[config.mk]
export PLATFORM = sky130hd
export DESIGN_NAME = sensor_frame_check_convert_top
export DESIGN_NICKNAME = d
export VERILOG_FILES = /design/src/rtl/sfc_pkg.sv /design/src/rtl/sfc_front.sv /design/src/rtl/sfc_queue.sv /design/src/rtl/sfc_back.sv /design/src/rtl/sensor_frame_check_convert_top.sv
export SDC_FILE = /design/constraint.sdc
export NUM_CORES = 1
export LEC_CHECK = 0
export BUFFER_PORTS_ARGS = -buffer_cell sky130_fd_sc_hd__clkbuf_2
export CAP_MARGIN = 0
export CORE_UTILIZATION = 60
export CTS_BUF_LIST = sky130_fd_sc_hd__clkbuf_4 sky130_fd_sc_hd__clkbuf_8
export CTS_CLUSTER_SIZE = 8
export DETAILED_ROUTE_END_ITERATION = 7
export PLACE_DENSITY_LB_ADDON = 0.15
export SYNTH_ARGS = -nofsm -noshare
export SYNTH_HDL_FRONTEND = slang
export SYNTH_SLANG_ARGS = --single-unit
[constraint.sdc]
create_clock -name clk_i -period 13.87 [get_ports clk_i]
set_input_delay 1.387 -clock clk_i [delete_from_list [all_inputs] [get_ports clk_i]]
set_output_delay 1.387 -clock clk_i [all_outputs]
set_load 0.02 [all_outputs]
[src/rtl/sfc_pkg.sv]
// ----------------------------------------------------------------------------
// sfc_pkg: sensor frame check and convert package
// Status codes, scaling modes, queue entry type, CRC-8 helper and the
// fixed-point scaling constants.
// ----------------------------------------------------------------------------
package sfc_pkg;

  localparam int unsigned QUEUE_DEPTH = 2;

  localparam logic [7:0] CRC_POLY = 8'h31;

  // Scaled product: K * S + rounding term, S < 2^16, K < 2^18
  localparam int unsigned PROD_W = 34;
  localparam int unsigned QUOT_W = 18;

  localparam logic [17:0] K_CELSIUS    = 18'd17572;
  localparam logic [17:0] K_FAHRENHEIT = 18'd158148;
  localparam logic [17:0] K_HUMIDITY   = 18'd12500;

  localparam logic [PROD_W-1:0] RND_HALF  = 34'd32768;
  localparam logic [PROD_W-1:0] RND_FIFTH = 34'd163840;

  // floor(x / 5) = (x * ceil(2^21 / 5)) >> 21 for x < 2^18
  localparam logic [18:0] RECIP_5 = 19'd419431;
  localparam int unsigned RECIP_SHIFT = 21;

  localparam logic [15:0] OFS_CELSIUS    = 16'd4685;
  localparam logic [15:0] OFS_FAHRENHEIT = 16'd5233;
  localparam logic [15:0] OFS_HUMIDITY   = 16'd600;

  localparam logic [1:0] FULL_FRAME_BYTES = 2'd3;

  typedef enum logic [1:0] {
    STATUS_OK    = 2'd0,
    STATUS_SHORT = 2'd1,
    STATUS_CRC   = 2'd2,
    STATUS_TYPE  = 2'd3
  } status_e;

  typedef enum logic [2:0] {
    SCALE_CELSIUS    = 3'b001,
    SCALE_FAHRENHEIT = 3'b010,
    SCALE_HUMIDITY   = 3'b100
  } scale_e;

  typedef struct packed {
    status_e     status;
    scale_e      scale;
    logic [13:0] mant;
  } frame_t;

  function automatic logic [7:0] crc8_byte(logic [7:0] crc, logic [7:0] data);
    logic [7:0] c;
    c = crc ^ data;
    for (int i = 0; i < 8; i++) begin
      c = c[7] ? ({c[6:0], 1'b0} ^ CRC_POLY) : {c[6:0], 1'b0};
    end
    return c;
  endfunction

endpackage

[src/rtl/sfc_front.sv]
// ----------------------------------------------------------------------------
// sfc_front: frame classifier
// Holds the unit register, checks length, CRC-8 and type bit of an incoming
// frame and forms the queue entry with its status and scaling mode.
// ----------------------------------------------------------------------------
module sfc_front (
  input  logic            clk_i,
  input  logic            rst_ni,
  input  logic            accept_i,
  input  logic            kind_i,
  input  logic [1:0]      bytes_received_i,
  input  logic [15:0]     raw_word_i,
  input  logic [7:0]      crc_byte_i,
  input  logic            cfg_we_i,
  input  logic            cfg_data_i,
  output logic            push_o,
  output sfc_pkg::frame_t entry_o
);
  import sfc_pkg::*;

  logic       fahrenheit_q, fahrenheit_d;
  logic [7:0] crc_calc;

  always_comb begin
    fahrenheit_d = fahrenheit_q;
    if (cfg_we_i) begin
      fahrenheit_d = cfg_data_i;
    end
  end

  always_ff @(posedge clk_i or negedge rst_ni) begin
    if (!rst_ni) begin
      fahrenheit_q <= 1'b0;
    end else begin
      fahrenheit_q <= fahrenheit_d;
    end
  end

  assign crc_calc = crc8_byte(crc8_byte(8'h00, raw_word_i[15:8]), raw_word_i[7:0]);

  always_comb begin
    if (bytes_received_i < FULL_FRAME_BYTES) begin
      entry_o.status = STATUS_SHORT;
    end else if (crc_calc != crc_byte_i) begin
      entry_o.status = STATUS_CRC;
    end else if (raw_word_i[1] != kind_i) begin
      entry_o.status = STATUS_TYPE;
    end else begin
      entry_o.status = STATUS_OK;
    end
    if (kind_i) begin
      entry_o.scale = SCALE_HUMIDITY;
    end else if (fahrenheit_q) begin
      entry_o.scale = SCALE_FAHRENHEIT;
    end else begin
      entry_o.scale = SCALE_CELSIUS;
    end
    entry_o.mant = raw_word_i[15:2];
  end

  assign push_o = accept_i;

endmodule

[src/rtl/sfc_queue.sv]
// ----------------------------------------------------------------------------
// sfc_queue: classified frame queue
// Short FIFO between the classifier and the scaling pipeline.
// ----------------------------------------------------------------------------
module sfc_queue #(
  parameter int unsigned Depth = sfc_pkg::QUEUE_DEPTH
) (
  input  logic            clk_i,
  input  logic            rst_ni,
  input  logic            push_i,
  input  sfc_pkg::frame_t data_i,
  input  logic            pop_i,
  output logic            full_o,
  output logic            empty_o,
  output sfc_pkg::frame_t data_o
);
  import sfc_pkg::*;

  localparam int unsigned PtrW = (Depth > 1) ? $clog2(Depth) : 1;
  localparam int unsigned CntW = $clog2(Depth + 1);

  frame_t            mem_q [Depth];
  logic [PtrW-1:0]   wr_ptr_q, wr_ptr_d;
  logic [PtrW-1:0]   rd_ptr_q, rd_ptr_d;
  logic [CntW-1:0]   count_q, count_d;
  logic              do_push, do_pop;

  assign full_o  = (count_q == CntW'(Depth));
  assign empty_o = (count_q == '0);
  assign do_push = push_i && !full_o;
  assign do_pop  = pop_i && !empty_o;
  assign data_o  = mem_q[rd_ptr_q];

  always_comb begin
    wr_ptr_d = wr_ptr_q;
    rd_ptr_d = rd_ptr_q;
    count_d  = count_q;
    if (do_push) begin
      wr_ptr_d = (wr_ptr_q == PtrW'(Depth - 1)) ? '0 : wr_ptr_q + 1'b1;
    end
    if (do_pop) begin
      rd_ptr_d = (rd_ptr_q == PtrW'(Depth - 1)) ? '0 : rd_ptr_q + 1'b1;
    end
    if (do_push && !do_pop) begin
      count_d = count_q + 1'b1;
    end else if (do_pop && !do_push) begin
      count_d = count_q - 1'b1;
    end
  end

  always_ff @(posedge clk_i or negedge rst_ni) begin
    if (!rst_ni) begin
      wr_ptr_q <= '0;
      rd_ptr_q <= '0;
      count_q  <= '0;
    end else begin
      wr_ptr_q <= wr_ptr_d;
      rd_ptr_q <= rd_ptr_d;
      count_q  <= count_d;
    end
  end

  always_ff @(posedge clk_i) begin
    if (do_push) begin
      mem_q[wr_ptr_q] <= data_i;
    end
  end

endmodule

[src/rtl/sfc_back.sv]
// ----------------------------------------------------------------------------
// sfc_back: scaling pipeline
// Two-stage fixed-point conversion: multiply by the unit constant, then
// divide by 2^16 (and by 5 for Fahrenheit) and apply the offset; error entries give zero.
// ----------------------------------------------------------------------------
module sfc_back (
  input  logic            clk_i,
  input  logic            rst_ni,
  input  logic            valid_i,
  input  sfc_pkg::frame_t entry_i,
  output logic            valid_o,
  output logic [1:0]      status_o,
  output logic [15:0]     value_o
);
  import sfc_pkg::*;

  logic              s1_valid_q, s2_valid_q;
  status_e           s1_status_q, s2_status_q;
  scale_e            s1_scale_q;
  logic [PROD_W-1:0] prod_q, prod_d;
  logic [15:0]       value_q, value_d;

  logic [17:0]       k_sel;
  logic [PROD_W-1:0] rnd_sel;
  logic [QUOT_W-1:0] quot;
  logic [36:0]       recip_prod;
  logic [15:0]       q_sel;
  logic [15:0]       ofs_sel;
  logic [16:0]       diff;

  always_comb begin
    case (entry_i.scale)
      SCALE_FAHRENHEIT: begin
        k_sel   = K_FAHRENHEIT;
        rnd_sel = RND_FIFTH;
      end
      SCALE_HUMIDITY: begin
        k_sel   = K_HUMIDITY;
        rnd_sel = RND_HALF;
      end
      default: begin
        k_sel   = K_CELSIUS;
        rnd_sel = RND_HALF;
      end
    endcase
    prod_d = ({16'b0, k_sel} * {18'b0, entry_i.mant, 2'b00}) + rnd_sel;
  end

  assign quot       = prod_q[PROD_W-1:16];
  assign recip_prod = {19'b0, quot} * {18'b0, RECIP_5};

  always_comb begin
    case (s1_scale_q)
      SCALE_FAHRENHEIT: begin
        q_sel   = recip_prod[RECIP_SHIFT+15:RECIP_SHIFT];
        ofs_sel = OFS_FAHRENHEIT;
      end
      SCALE_HUMIDITY: begin
        q_sel   = quot[15:0];
        ofs_sel = OFS_HUMIDITY;
      end
      default: begin
        q_sel   = quot[15:0];
        ofs_sel = OFS_CELSIUS;
      end
    endcase
    diff    = {1'b0, q_sel} - {1'b0, ofs_sel};
    value_d = (s1_status_q == STATUS_OK) ? diff[15:0] : '0;
  end

  always_ff @(posedge clk_i or negedge rst_ni) begin
    if (!rst_ni) begin
      s1_valid_q <= 1'b0;
      s2_valid_q <= 1'b0;
    end else begin
      s1_valid_q <= valid_i;
      s2_valid_q <= s1_valid_q;
    end
  end

  always_ff @(posedge clk_i) begin
    s1_status_q <= entry_i.status;
    s1_scale_q  <= entry_i.scale;
    prod_q      <= prod_d;
    s2_status_q <= s1_status_q;
    value_q     <= value_d;
  end

  assign valid_o  = s2_valid_q;
  assign status_o = s2_status_q;
  assign value_o  = value_q;

endmodule

[src/rtl/sensor_frame_check_convert_top.sv]
// ----------------------------------------------------------------------------
// sensor_frame_check_convert_top: sensor frame check and convert
// Path from start to valid_o: queue entry, product register, result register.
// Throughput: one frame per cycle; busy stays low since the scaling
// pipeline drains the queue every cycle and the receiver cannot stall.
// Reset clears the unit register to Celsius and empties queue and pipeline.
// ----------------------------------------------------------------------------
module sensor_frame_check_convert_top #(
  parameter int unsigned QueueDepth = sfc_pkg::QUEUE_DEPTH
) (
  input  logic        clk_i,
  input  logic        rst_ni,
  input  logic        start,
  output logic        busy,
  input  logic        kind_i,
  input  logic [1:0]  bytes_received_i,
  input  logic [15:0] raw_word_i,
  input  logic [7:0]  crc_byte_i,
  input  logic        cfg_valid_i,
  output logic        cfg_ready_o,
  input  logic        cfg_data_i,
  output logic        valid_o,
  output logic [1:0]  status_o,
  output logic [15:0] value_o
);
  import sfc_pkg::*;

  logic   accept;
  logic   push;
  logic   q_full, q_empty;
  frame_t entry, head;

  assign cfg_ready_o = 1'b1;
  assign accept      = start && !q_full;
  assign busy        = q_full;

  sfc_front u_front (
    .clk_i            (clk_i),
    .rst_ni           (rst_ni),
    .accept_i         (accept),
    .kind_i           (kind_i),
    .bytes_received_i (bytes_received_i),
    .raw_word_i       (raw_word_i),
    .crc_byte_i       (crc_byte_i),
    .cfg_we_i         (cfg_valid_i && cfg_ready_o),
    .cfg_data_i       (cfg_data_i),
    .push_o           (push),
    .entry_o          (entry)
  );

  sfc_queue #(
    .Depth (QueueDepth)
  ) u_queue (
    .clk_i   (clk_i),
    .rst_ni  (rst_ni),
    .push_i  (push),
    .data_i  (entry),
    .pop_i   (!q_empty),
    .full_o  (q_full),
    .empty_o (q_empty),
    .data_o  (head)
  );

  sfc_back u_back (
    .clk_i    (clk_i),
    .rst_ni   (rst_ni),
    .valid_i  (!q_empty),
    .entry_i  (head),
    .valid_o  (valid_o),
    .status_o (status_o),
    .value_o  (value_o)
  );

`ifndef ASSERT_OFF
  a_latency: assert property (@(posedge clk_i) disable iff (!rst_ni)
    (start && !busy) |-> ##3 valid_o)
    else $error("accepted frame did not produce a result after three cycles");

  a_no_spurious: assert property (@(posedge clk_i) disable iff (!rst_ni)
    valid_o |-> $past(start && !busy, 3))
    else $error("result without a matching accepted frame");

  a_error_zero: assert property (@(posedge clk_i) disable iff (!rst_ni)
    (valid_o && (status_o != STATUS_OK)) |-> (value_o == 16'd0))
    else $error("nonzero value on an error result");

  a_ok_range: assert property (@(posedge clk_i) disable iff (!rst_ni)
    (valid_o && (status_o == STATUS_OK)) |->
      (($signed(value_o) >= -16'sd5233) && ($signed(value_o) <= 16'sd26395)))
    else $error("converted value out of range");
`endif

endmodule
**After elaboration in Yosys (flattened, before gate mapping)**

Memory sizes are Yosys's and may differ from the RTL's.
Index checks and enable logic that the tools add are counted.

- Bitwise operators: 17
- Add/subtract/negate cells: 6
- Muxes and demuxes: 31
- Eq/ne operators: 7
- Order comparisons: 1
- Reduce and logical (&&, ||, !) cells: 10
- Multiply operators: 2

Operators by type and width:

| operator | count |
|---|---|
| $mux W6 | 16 |
| $not A3 Y3 | 16 |
| $mul A18 B19 Y37 const B | 1 |
| $pmux W18 S2 | 1 |
| $add A34 B18 Y34 | 1 |
| $mul A18 B14 Y32 | 1 |
| $pmux W13 S2 | 1 |
| $mux W18 | 1 |
| $mux W16 | 1 |
| $sub A16 B13 Y16 | 1 |
| $mux W2 | 6 |
| $ne A8 B8 Y1 | 1 |
| $xor A8 B8 Y8 | 1 |
| $eq A3 B2 Y1 const B | 2 |
| $eq A3 B3 Y1 const B | 2 |
| $logic_and A1 B1 Y1 | 4 |
| $logic_not A2 Y1 | 2 |
| $mux W1 | 4 |
| $logic_not A1 Y1 | 3 |
| $mux W3 | 1 |
| $add A1 B1 Y1 const B | 2 |
| $add A2 B1 Y2 const B | 1 |
| $eq A2 B2 Y1 const B | 1 |
| $lt A2 B2 Y1 const B | 1 |
| 3 further kinds | 3 |

- Bits of input ports: 32
- Logic and storage cells: 86
- Register bits: 64
- RAM bits: 38
- Output and inout bits: 21
- Memories: 1

Memories:

| name | depth | width | read ports | clocked after Yosys merged registers in | write ports | RTL line | RTL |
|---|---|---|---|---|---|---|---|
| u_queue.mem_q | 2 | 19 | 1 | 0 | 1 | sfc_queue.sv:22 | `frame_t mem_q [Depth];` |

**Logic depth before layout (Yosys ltp)**

Gate-level depths: netlist of the first run.

- Word-level depth: 36
- Gate-level depth with buffers: 34
- Depth with buffers taken out: 31

**Modules after synthesis**

Synthesis of the first run repeated with hierarchy kept, for this count alone.

- Cells, all modules: 1505
- Area, all modules: 14925.6 sq um

Modules (own cells, without submodules):

| module | times used | sequential area each (sq um) | area an instance (sq um) | cells an instance |
|---|---|---|---|---|
| sfc_back | 1 | 870.8 | 12635.9 | 1354 |
| sfc_queue | 1 | 1241.2 | 1566.5 | 78 |
| sfc_front | 1 | 25.0 | 694.4 | 69 |
| sensor_frame_check_convert_top | 1 | 0.0 | 28.8 | 4 |

**Worst setup path before layout of the first run**

No wires, ideal clock.

- Path type: register -> register
- From: register u_queue.rd_ptr_q
- To: register u_back.prod_q[33]
- Required time: 13.798 ns
- Arrival time: 7.991 ns
- Path buffers: 5
- Cell stages (with the launch flop): 34
- Setup time: 0.072 ns
- Period minus slack after synthesis: 8.063 ns
- Setup slack: 5.807 ns
- Cells stage by stage: dfrtp_1 buf_2 mux2_2 or3b_2 clkbuf_1 inv_1 clkbuf_1 nand2_1 inv_1 nor2_1 fa_1 inv_1 ha_1 inv_1 fa_1 inv_1 fa_1 fa_1 inv_1 fa_1 inv_1 ha_1 clkbuf_1 a21oi_1 o21bai_1 or3_1 buf_2 a211oi_1 o22ai_1 nor4_4 nand3_1 or4_1 nand3_1 xnor2_1

RTL lines:

| element | RTL line | RTL |
|---|---|---|
| start, declared | sfc_queue.sv:24 | `logic [PtrW-1:0] rd_ptr_q, rd_ptr_d;` |
| start signal, assigned | sfc_queue.sv:58 | `rd_ptr_q <= rd_ptr_d;` |
| end signal, assigned | sfc_back.sv:84 | `prod_q <= prod_d;` |
| end, declared | sfc_back.sv:20 | `logic [PROD_W-1:0] prod_q, prod_d;` |

==> impl_metrics.env, run 1 <==
export IMPL_dieHeight_um=158
export IMPL_num_antenna_cells=0
export IMPL_synthArstFlopShare=0.0814
export IMPL_arrival_ps=9970
export IMPL_cts_max_path_buffers=2
export IMPL_crit_path_end_kind="register"
export IMPL_dieArea_um2=24900
export IMPL_status="completed"
export IMPL_overflow=0
export IMPL_synthFlopType="dfxtp_1"
export IMPL_cp_required_ps=14190
export IMPL_cts_sinks=86
export IMPL_core_area_um2=23600
export IMPL_nNetsFinal=2043
export IMPL_cts_inserted_buffers=9
export IMPL_cts_resized_gates=0
export IMPL_finalSetupTns_ps=0
export IMPL_worst_path_most_repeated_cell="inv_1"
export IMPL_postPlaceCellArea_um2=15100
export IMPL_synth_fp_nets=2008
export IMPL_fillCellCount=2004
export IMPL_cts_tree="built"
export IMPL_routed_wl_mm=32.4
export IMPL_gp_congestion=0.988
export IMPL_viasPerCell=5.49
export IMPL_antenna_found_initial=0
export IMPL_ant_nets=0
export IMPL_drcViolationCount=0
export IMPL_ys_seq_area_frac=0.147
export IMPL_syn_area_per_cell_um2=9.59
export IMPL_port_buffers=51
export IMPL_final_cell_area_um2=15300
export IMPL_root_buffer="clkbuf_8"
export IMPL_tightest_slew_ps=1030
export IMPL_start_util=0.616
export IMPL_rsz0062_at_grt="no"
export IMPL_dp_hpwl_mm=28.8
export IMPL_synth_distinct_cells=68
export IMPL_start_kind="register"
export IMPL_rows=56
export IMPL_fin_crit_ps=9650
export IMPL_holdBufCountCts=0
export IMPL_fin_ws_ps=4220
export IMPL_worstSkewPairLatency_ps=390
export IMPL_max_freq_mhz=104
export IMPL_slowest_delay_ps=990
export IMPL_multiInputGateArea_um2=10900
export IMPL_synth_edff_count=38
export IMPL_skew_ps=16.6
export IMPL_cp_max_fo=22
export IMPL_setup_viol=0
export IMPL_utilization=0.648
export IMPL_dieWidth_um=158
export IMPL_yosys_register_bits=86
export IMPL_finalHoldViolations=0
export IMPL_drt_iter0_drc=537
export IMPL_synth_area_um2=14600
export IMPL_first_pass_iters=5
export IMPL_vias=10300
export IMPL_area_delta_synth_final_pct=5.11
export IMPL_grt_pass1_vias=11000
export IMPL_io_pin_count=53
export IMPL_wire_per_inst_um=17.3
export IMPL_path_class="reg2reg"
export IMPL_grt_usage=0.284
export IMPL_yosysWarnings=0
export IMPL_path_clk_slew_ps=110
export IMPL_htree_levels=3
export IMPL_finalMaxSlewViolations=0
export IMPL_drive_above_1_share=0.0623
export IMPL_grt_max_degree=33
export IMPL_crit_slowest_cell="dfrtp_1"
export IMPL_post_cts_setup_buffers=0
export IMPL_hold_class="reg2reg"
export IMPL_regArea_um2=2140
export IMPL_netlist_instances=1518
export IMPL_relSlewSlack=0.293
export IMPL_grt_pass1_wl_mm=54.1
export IMPL_min_period_over_period=0.696
export IMPL_max_cap_violations=0
export IMPL_dpl_worst_slack_ps=4130
[cell usage in the layout (no fill, tap or decap), types with 5 or more instances in the layout]
master    instances
inv_1           364
ha_1            251
fa_1            207
nor2_1           84
nand2_1          73
xnor2_1          68
a21oi_1          57
clkbuf_2         51
dfxtp_1          41
edfxtp_1         38
o21ai_0          36
xor2_1           25
a21o_1           22
nand3_1          21
mux2i_1          14
nor3_1           13
and2_1           12
nand4_1          12
a31oi_1          11
mux2_2           10
and3_1            9
nor2b_1           9
clkbuf_8          9
a211oi_1          8
or3_1             8
or2_2             7
o21bai_1          7
dfrtp_1           7
o31ai_1           5
o211ai_1          5
o21a_1            5
[worst paths after layout]
kind	from	to	slack, ps	depth (start not counted)
min in group asynchronous	rst_ni	u_front.fahrenheit_q$_DFFE_PN0P_	810	1
max	u_queue.rd_ptr_q$_DFFE_PN0N_	u_back.prod_q[32]$_DFF_P_	4220	29
min	u_back.s1_status_q[1]$_DFF_P_	u_back.status_o[1]$_DFF_P_	360	0
min reg2reg	u_back.s1_status_q[1]$_DFF_P_	u_back.status_o[1]$_DFF_P_	360	0
max reg2reg	u_queue.rd_ptr_q$_DFFE_PN0N_	u_back.prod_q[32]$_DFF_P_	4220	29
max in group asynchronous	rst_ni	u_queue.count_q[0]$_DFFE_PN0P_	12880	1
[through the flow]
step	std cells	hold slack (ps)
after CTS	1877	358
after global placement	1861	332
after global routing	1877	363
final	1877	356
after detailed placement	1861	336
after floorplan	1518	323
[metal layers]
metal  wire (µm)  track usage  vias up
li1            -            -     4961
met1       13800        0.355     5108
met2       16800        0.517      191
met3        1090       0.0307       41
met4         721       0.0767        0
met5           0            0        -
[worst max-delay path: cells and delay by family (launching register included)]
family / cells / cell delay, ps
AOI/OAI and AO/OA: 5 / 2130
xor gates and xnor gates: 2 / 290
buffers and inverters: 5 / 680
DFF: 1 / 990
adders and majority gates: 8 / 3220
and+or+nand+nor: 8 / 1800
muxes: 1 / 430
[registers in the layout, indices dropped and copies added, names as in the netlist]
register / cells
u_front.fahrenheit_q: 1
u_queue.wr_ptr_q: 1
u_back.prod_q: 18
u_back.valid_o: 1
u_back.s1_scale_q: 3
u_queue.mem_q: 38
u_back.s1_status_q: 2
u_back.s1_valid_q: 1
u_back.status_o: 2
u_queue.count_q: 2
u_queue.rd_ptr_q: 1
u_back.value_o: 16
[cell usage after synthesis (8+ instances only)]
library cell    n  area [µm²]
xnor2_1        68         596
or3_1           8        50.1
fa_1          207        4140
nand2_1        73         274
o21ai_0        36         180
nor3_1         13        65.1
clkbuf_1       24        90.1
a211oi_1        8        60.1
nand4_1        12        75.1
ha_1          251        3140
inv_1         364        1370
mux2i_1        14         140
nand3_1        21         105
xor2_1         25         219
and2_1         12        75.1
mux2_2         10         113
and3_1          9        56.3
nor2_1         84         315
edfxtp_1       38        1140
a21o_1         22         165
a21oi_1        57         285
nor2b_1         9        56.3
dfxtp_1        41         821
a31oi_1        11        68.8
[final cells by class]
class                      count  share of cell area
timing repair buffer          52              0.0172
clock inverter                 7             0.00450
inverter                     364              0.0893
multi-input combinational   1040               0.715
tap                          319              0.0261
clock buffer                   9             0.00810
sequential                    86               0.140
[cells by family after synthesis]
logic type | Yosys count | share of synthesized area
AOI/OAI and AO/OA | 190 | 0.0848
xor gates and xnor gates | 93 | 0.0560
adders and majority gates | 458 | 0.500
buffers and inverters | 392 | 0.102
DFF | 86 | 0.147
muxes | 24 | 0.0174
other | 1 | 0.000258
and+or+nand+nor | 274 | 0.0928
Power of run 1 is not shown: default switching activity piles up to over one toggle a cycle in this logic, so the estimate is an artifact.
==> run 2, diff against run 1 <==
- ABC_AREA: not set -> 1
- clock period: 13.87 -> 7.9 ns (I/O delays scaled with it)
==> run 2 against run 1 <==
Clock-buffer cell count unchanged. Wire length is 24% higher. Hold slack got worse by 120 ps. Highest routed layer unchanged. Core utilization is 0.52 points higher. Non-clock buffer count is 15 higher. Register-to-register slack worse by 3600 ps. Area after synthesis rose by 12%. Cell area is 13% higher. Clock skew barely moved. Die area rose by 12%. Critical endpoint is now u_back.value_o[12]$_SDFF_PP0_. Cell count grew 33%.
==> impl_metrics.env, run 2 <==
export IMPL_status="completed"
export IMPL_muxShareOfSynthArea=0.000691
export IMPL_synth_distinct_cells=53
export IMPL_core_area_um2=26400
export IMPL_crit_slowest_cell="fa_1"
export IMPL_htree_levels=3
export IMPL_dp_hpwl_mm=36.1
export IMPL_start_kind="register"
export IMPL_drcViolationCount=0
export IMPL_reg2reg_slack_ps=590
export IMPL_cts_tree="built"
export IMPL_start_util=0.618
export IMPL_wire_per_inst_um=16.0
export IMPL_layout_commonest_cell="inv_1"
export IMPL_crit_path_end_kind="register"
export IMPL_synthArstFlopShare=0.0814
export IMPL_grt_max_degree=29
export IMPL_cp_max_fo=6
export IMPL_worst_path_buf_inv=6
export IMPL_cts_inserted_buffers=9
export IMPL_crit_path_start="u_back.prod_q[23]$_DFF_P_"
export IMPL_root_buffer="clkbuf_8"
export IMPL_tightest_slew_ps=778
export IMPL_finalSetupTns_ps=0
export IMPL_synth_top_family_by_area="adder cells"
export IMPL_arrival_ps=7620
export IMPL_io_pin_count=53
export IMPL_synth_largest_area_cell="fa_1"
export IMPL_synth_xor_area_share=0.0353
export IMPL_synth_fp_nets=2589
export IMPL_post_cts_setup_buffers=0
export IMPL_viasPerCell=5.19
export IMPL_syn_area_per_cell_um2=7.76
export IMPL_fin_crit_ps=7310
export IMPL_first_pass_iters=5
export IMPL_drt_iter0_drc=680
export IMPL_worstSkewPairLatency_ps=380
export IMPL_overflow=0
export IMPL_cts_sinks=86
export IMPL_area_delta_synth_final_pct=5.67
export IMPL_yosysWarnings=0
export IMPL_synthAdderAreaFrac=0.447
export IMPL_path_class="reg2reg"
export IMPL_worst_path_most_repeated_cell="nand2_1"
export IMPL_regMostFlops="u_queue.mem_q"
export IMPL_synth_area_um2=16300
export IMPL_gp_congestion=0.993
export IMPL_largest_register_ffs=38
export IMPL_dieArea_um2=27800
export IMPL_reg2reg_depth=33
export IMPL_cp_required_ps=8210
export IMPL_finalMaxSlewViolations=0
export IMPL_nNetsFinal=2652
export IMPL_path_clk_slew_ps=90
export IMPL_cp_depth=33
export IMPL_yosysTopAreaCellShare=0.254
export IMPL_setup_viol=0
export IMPL_slowest_delay_ps=590
export IMPL_dieHeight_um=167
export IMPL_cts_max_path_buffers=2
export IMPL_ant_nets=0
export IMPL_rows=59
export IMPL_antenna_found_initial=0
export IMPL_ys_seq_area_frac=0.131
export IMPL_grt_usage=0.307
export IMPL_synthFlopType="dfxtp_1"
export IMPL_synth_area_leaders="fa_1 25%, ha_1 19%, inv_1 13%, nand2_1 9.8%, edfxtp_1 7.0%"
export IMPL_rsz0062_at_grt="no"
export IMPL_min_period_over_period=0.925
export IMPL_max_cap_violations=0
export IMPL_hold_class="in2async"
export IMPL_yosysMostFrequentCell="inv_1"
export IMPL_skew_ps=16.4
export IMPL_path_delay_family="adder cells"
export IMPL_synth_compound_area_share=0.0575
export IMPL_drive_above_1_share=0.0628
export IMPL_routed_wl_mm=40.1
export IMPL_synth_edff_count=38
export IMPL_worstReg2RegStart="u_back.prod_q[23]$_DFF_P_"
export IMPL_num_antenna_cells=0
export IMPL_vias=13000
export IMPL_yosys_register_bits=86
export IMPL_fillCellCount=2379
export IMPL_synth_common_cells="554 x inv_1, 425 x nand2_1, 251 x ha_1, 207 x fa_1, 177 x nor2_1"
export IMPL_dieWidth_um=167
export IMPL_grt_pass1_vias=13600
export IMPL_postPlaceCellArea_um2=17000
export IMPL_port_buffers=51
export IMPL_relSlewSlack=0.479
export IMPL_grt_pass1_wl_mm=66.6
export IMPL_final_cell_area_um2=17200
export IMPL_netlist_instances=2099
export IMPL_max_freq_mhz=137
export IMPL_finalHoldViolations=0
export IMPL_mostFrequentLayoutCells="554 x inv_1, 425 x nand2_1, 251 x ha_1"
export IMPL_yosys_area_share_simple=0.195
==> run 2: logic make-up after synthesis <==
| logic type | count (synthesis) |
|---|---|
| other cells | 1 |
| fa+ha+maj | 458 |
| flops | 86 |
| simple gates | 748 |
| xor+xnor | 63 |
| mux | 1 |
| compound gates | 167 |
| buf+inv | 575 |
==> run 2: path summary, 6_finish.rpt <==
check | end
min | u_queue.count_q[1]$_DFFE_PN0P_
min reg2reg | u_back.status_o[0]$_DFF_P_
min in group clk_i | u_back.status_o[0]$_DFF_P_
max | u_back.value_o[12]$_SDFF_PP0_
max in group asynchronous | u_queue.rd_ptr_q$_DFFE_PN0N_
max reg2reg | u_back.value_o[12]$_SDFF_PP0_
==> run 2: cell type report <==
type	count	area, µm²	share of cell area
multi-input cells	1438	12000	0.696
inverters	560	2100	0.122
flip-flops and latches	86	2140	0.124
clock inverters	7	67.6	0.00393
clock buffers	9	124	0.00720
repair buffers	67	375	0.0218
well taps	335	419	0.0244
==> run 2: repair_timing <==
item                                    4_1_cts  5_1_grt
hold buffers                                  0        0
endpoints found under the setup margin        0        4
gates resized for setup                       0        1
==> run 2: per-layer routing <==
layer | up-vias | GRT usage | routed length (µm)
li1 | 6487 | - | -
met1 | 6120 | 0.352 | 16400
met2 | 280 | 0.582 | 20900
met3 | 88 | 0.0271 | 1060
met4 | 0 | 0.132 | 1830
met5 | - | 0 | 0
==> run 2: through the flow <==
step	setup WS (ps)	utilization	instances	hold slack (ps)
finish	593	0.653	2502	239
global route	42.4	0.653	2502	227
CTS	452	0.653	2502	216
detailed placement	485	0.646	2486	347
global placement	479	0.646	2486	337
floorplan	809	-	2099	331
Power of run 2 is left out for the same reason.
==> run 3, diff against run 2 <==
- CORE_UTILIZATION: 60 -> 59
- CTS_BUF_LIST: sky130_fd_sc_hd__clkbuf_4 sky130_fd_sc_hd__clkbuf_8 -> not set
==> run 3 against run 2 <==
Wire length decreased by 1.8%. Setup slack got worse by 7.1 ps. Clock skew decreased by 6.7 ps. Hold slack improved by 32 ps.
==> impl_metrics.env, run 3 (synthesized netlist as in run 2, its figures left out) <==
export IMPL_regArea_um2=2140
export IMPL_routed_wl_mm=39.4
export IMPL_crit_path_end_kind="register"
export IMPL_worst_path_buf_inv=6
export IMPL_reg2reg_depth=28
export IMPL_status="completed"
export IMPL_ant_nets=0
export IMPL_dieWidth_um=168
export IMPL_start_kind="register"
export IMPL_utilization=0.640
export IMPL_final_cell_area_um2=17300
export IMPL_cp_required_ps=8150
export IMPL_finalHoldViolations=0
export IMPL_cts_tree="built"
export IMPL_regMostFlops="u_queue.mem_q"
export IMPL_min_period_over_period=0.926
export IMPL_nNetsFinal=2649
export IMPL_finalSetupTns_ps=0
export IMPL_viasPerCell=5.19
export IMPL_drcViolationCount=0
export IMPL_grt_max_degree=26
export IMPL_drt_iter0_drc=791
export IMPL_wire_per_inst_um=15.7
export IMPL_max_freq_mhz=137
export IMPL_mostFrequentLayoutCells="554 x inv_1, 425 x nand2_1, 251 x ha_1"
export IMPL_largest_register_ffs=38
export IMPL_fillCellCount=2434
export IMPL_worstReg2RegStart="u_queue.rd_ptr_q$_DFFE_PN0N_"
export IMPL_vias=13000
export IMPL_skew_ps=9.67
export IMPL_path_class="reg2reg"
export IMPL_fin_hold_ws_ps=271
export IMPL_cts_inserted_buffers=9
export IMPL_grt_pass1_vias=13400
export IMPL_layout_commonest_cell="inv_1"
export IMPL_path_delay_family="adder cells"
export IMPL_cp_max_fo=15
export IMPL_hold_class="in2async"
export IMPL_drive_above_1_share=0.0624
export IMPL_max_cap_violations=0
export IMPL_slowest_delay_ps=730
export IMPL_port_buffers=51
export IMPL_antenna_found_initial=0
export IMPL_worst_path_most_repeated_cell="inv_1"
export IMPL_dieHeight_um=168
export IMPL_finalMaxSlewViolations=0
export IMPL_cts_max_path_buffers=2
export IMPL_postPlaceCellArea_um2=17000
export IMPL_setup_viol=0
export IMPL_arrival_ps=7560
export IMPL_cts_sinks=86
export IMPL_dieArea_um2=28300
export IMPL_rows=60
export IMPL_gp_congestion=0.987
export IMPL_path_clk_slew_ps=70
export IMPL_multiInputGateArea_um2=12000
export IMPL_start_util=0.603
export IMPL_cp_depth=28
export IMPL_reg2reg_slack_ps=590
export IMPL_grt_pass1_wl_mm=64.7
export IMPL_root_buffer="clkbuf_16"
export IMPL_endpoint="u_back.prod_q[33]$_DFF_P_"
export IMPL_io_pin_count=53
export IMPL_fin_crit_ps=7310
export IMPL_dp_hpwl_mm=35.8
export IMPL_grt_usage=0.294
export IMPL_tightest_slew_ps=860
export IMPL_crit_slowest_cell="o21ai_0"
export IMPL_rsz0062_at_grt="no"
export IMPL_htree_levels=3
export IMPL_crit_path_start="u_queue.rd_ptr_q$_DFFE_PN0N_"
export IMPL_core_area_um2=27000
export IMPL_rr_endpoint="u_back.prod_q[33]$_DFF_P_"
export IMPL_relSlewSlack=0.420
export IMPL_area_delta_synth_final_pct=6.26
export IMPL_worstSkewPairLatency_ps=350
export IMPL_overflow=0
export IMPL_num_antenna_cells=0
export IMPL_holdBufCountCts=0
export IMPL_first_pass_iters=5
## run 3: worst reg2reg max path: cells and delay by family, from the launching register on
family / cells / cell delay, ps
compound gates: 5 / 1700
buf+inv: 6 / 540
simple gates: 8 / 850
flops: 1 / 510
xor+xnor: 1 / 150
fa+ha+maj: 8 / 3500
## run 3: metal layers
layer | up-vias | track usage | share of wire
li1 | 6499 | - | -
met3 | 96 | 0.0230 | 0.030
met1 | 6106 | 0.337 | 0.40
met4 | 0 | 0.155 | 0.055
met5 | - | 0 | 0
met2 | 290 | 0.547 | 0.51
## run 3: what timing repair did
action,4_1_cts,5_1_grt
setup buffers,0,0
resized for setup,0,2
endpoints found under the setup margin,0,8
## run 3: worst min path at each step
stage               slack, ps                           from                              to
floorplan                 330    u_back.s1_valid_q$_DFF_PN0_        u_back.valid_o$_DFF_PN0_
detailed placement        340  u_back.s1_status_q[1]$_DFF_P_      u_back.status_o[1]$_DFF_P_
CTS                       260                         rst_ni  u_queue.count_q[0]$_DFFE_PN0P_
global route              270                         rst_ni  u_queue.count_q[0]$_DFFE_PN0P_
global placement          340  u_back.s1_status_q[1]$_DFF_P_      u_back.status_o[1]$_DFF_P_
finish                    270                         rst_ni  u_queue.count_q[0]$_DFFE_PN0P_
## run 3: cell type report
cell class | instances | share of cell area
Tap cell | 341 | 0.0246
Sequential cell | 86 | 0.124
Multi-Input combinational cell | 1438 | 0.692
Inverter | 560 | 0.122
Clock inverter | 7 | 0.00419
Timing Repair Buffer | 64 | 0.0204
Clock buffer | 9 | 0.0130
## run 3: through the flow
| stage | std cells | setup slack, ps |
|---|---|---|
| floorplan | 2099 | 809 |
| global placement | 2489 | 583 |
| detailed placement | 2489 | 407 |
| CTS | 2505 | 387 |
| global route | 2505 | 42.3 |
| finish | 2505 | 586 |
Power of run 3 is left out for the same reason.
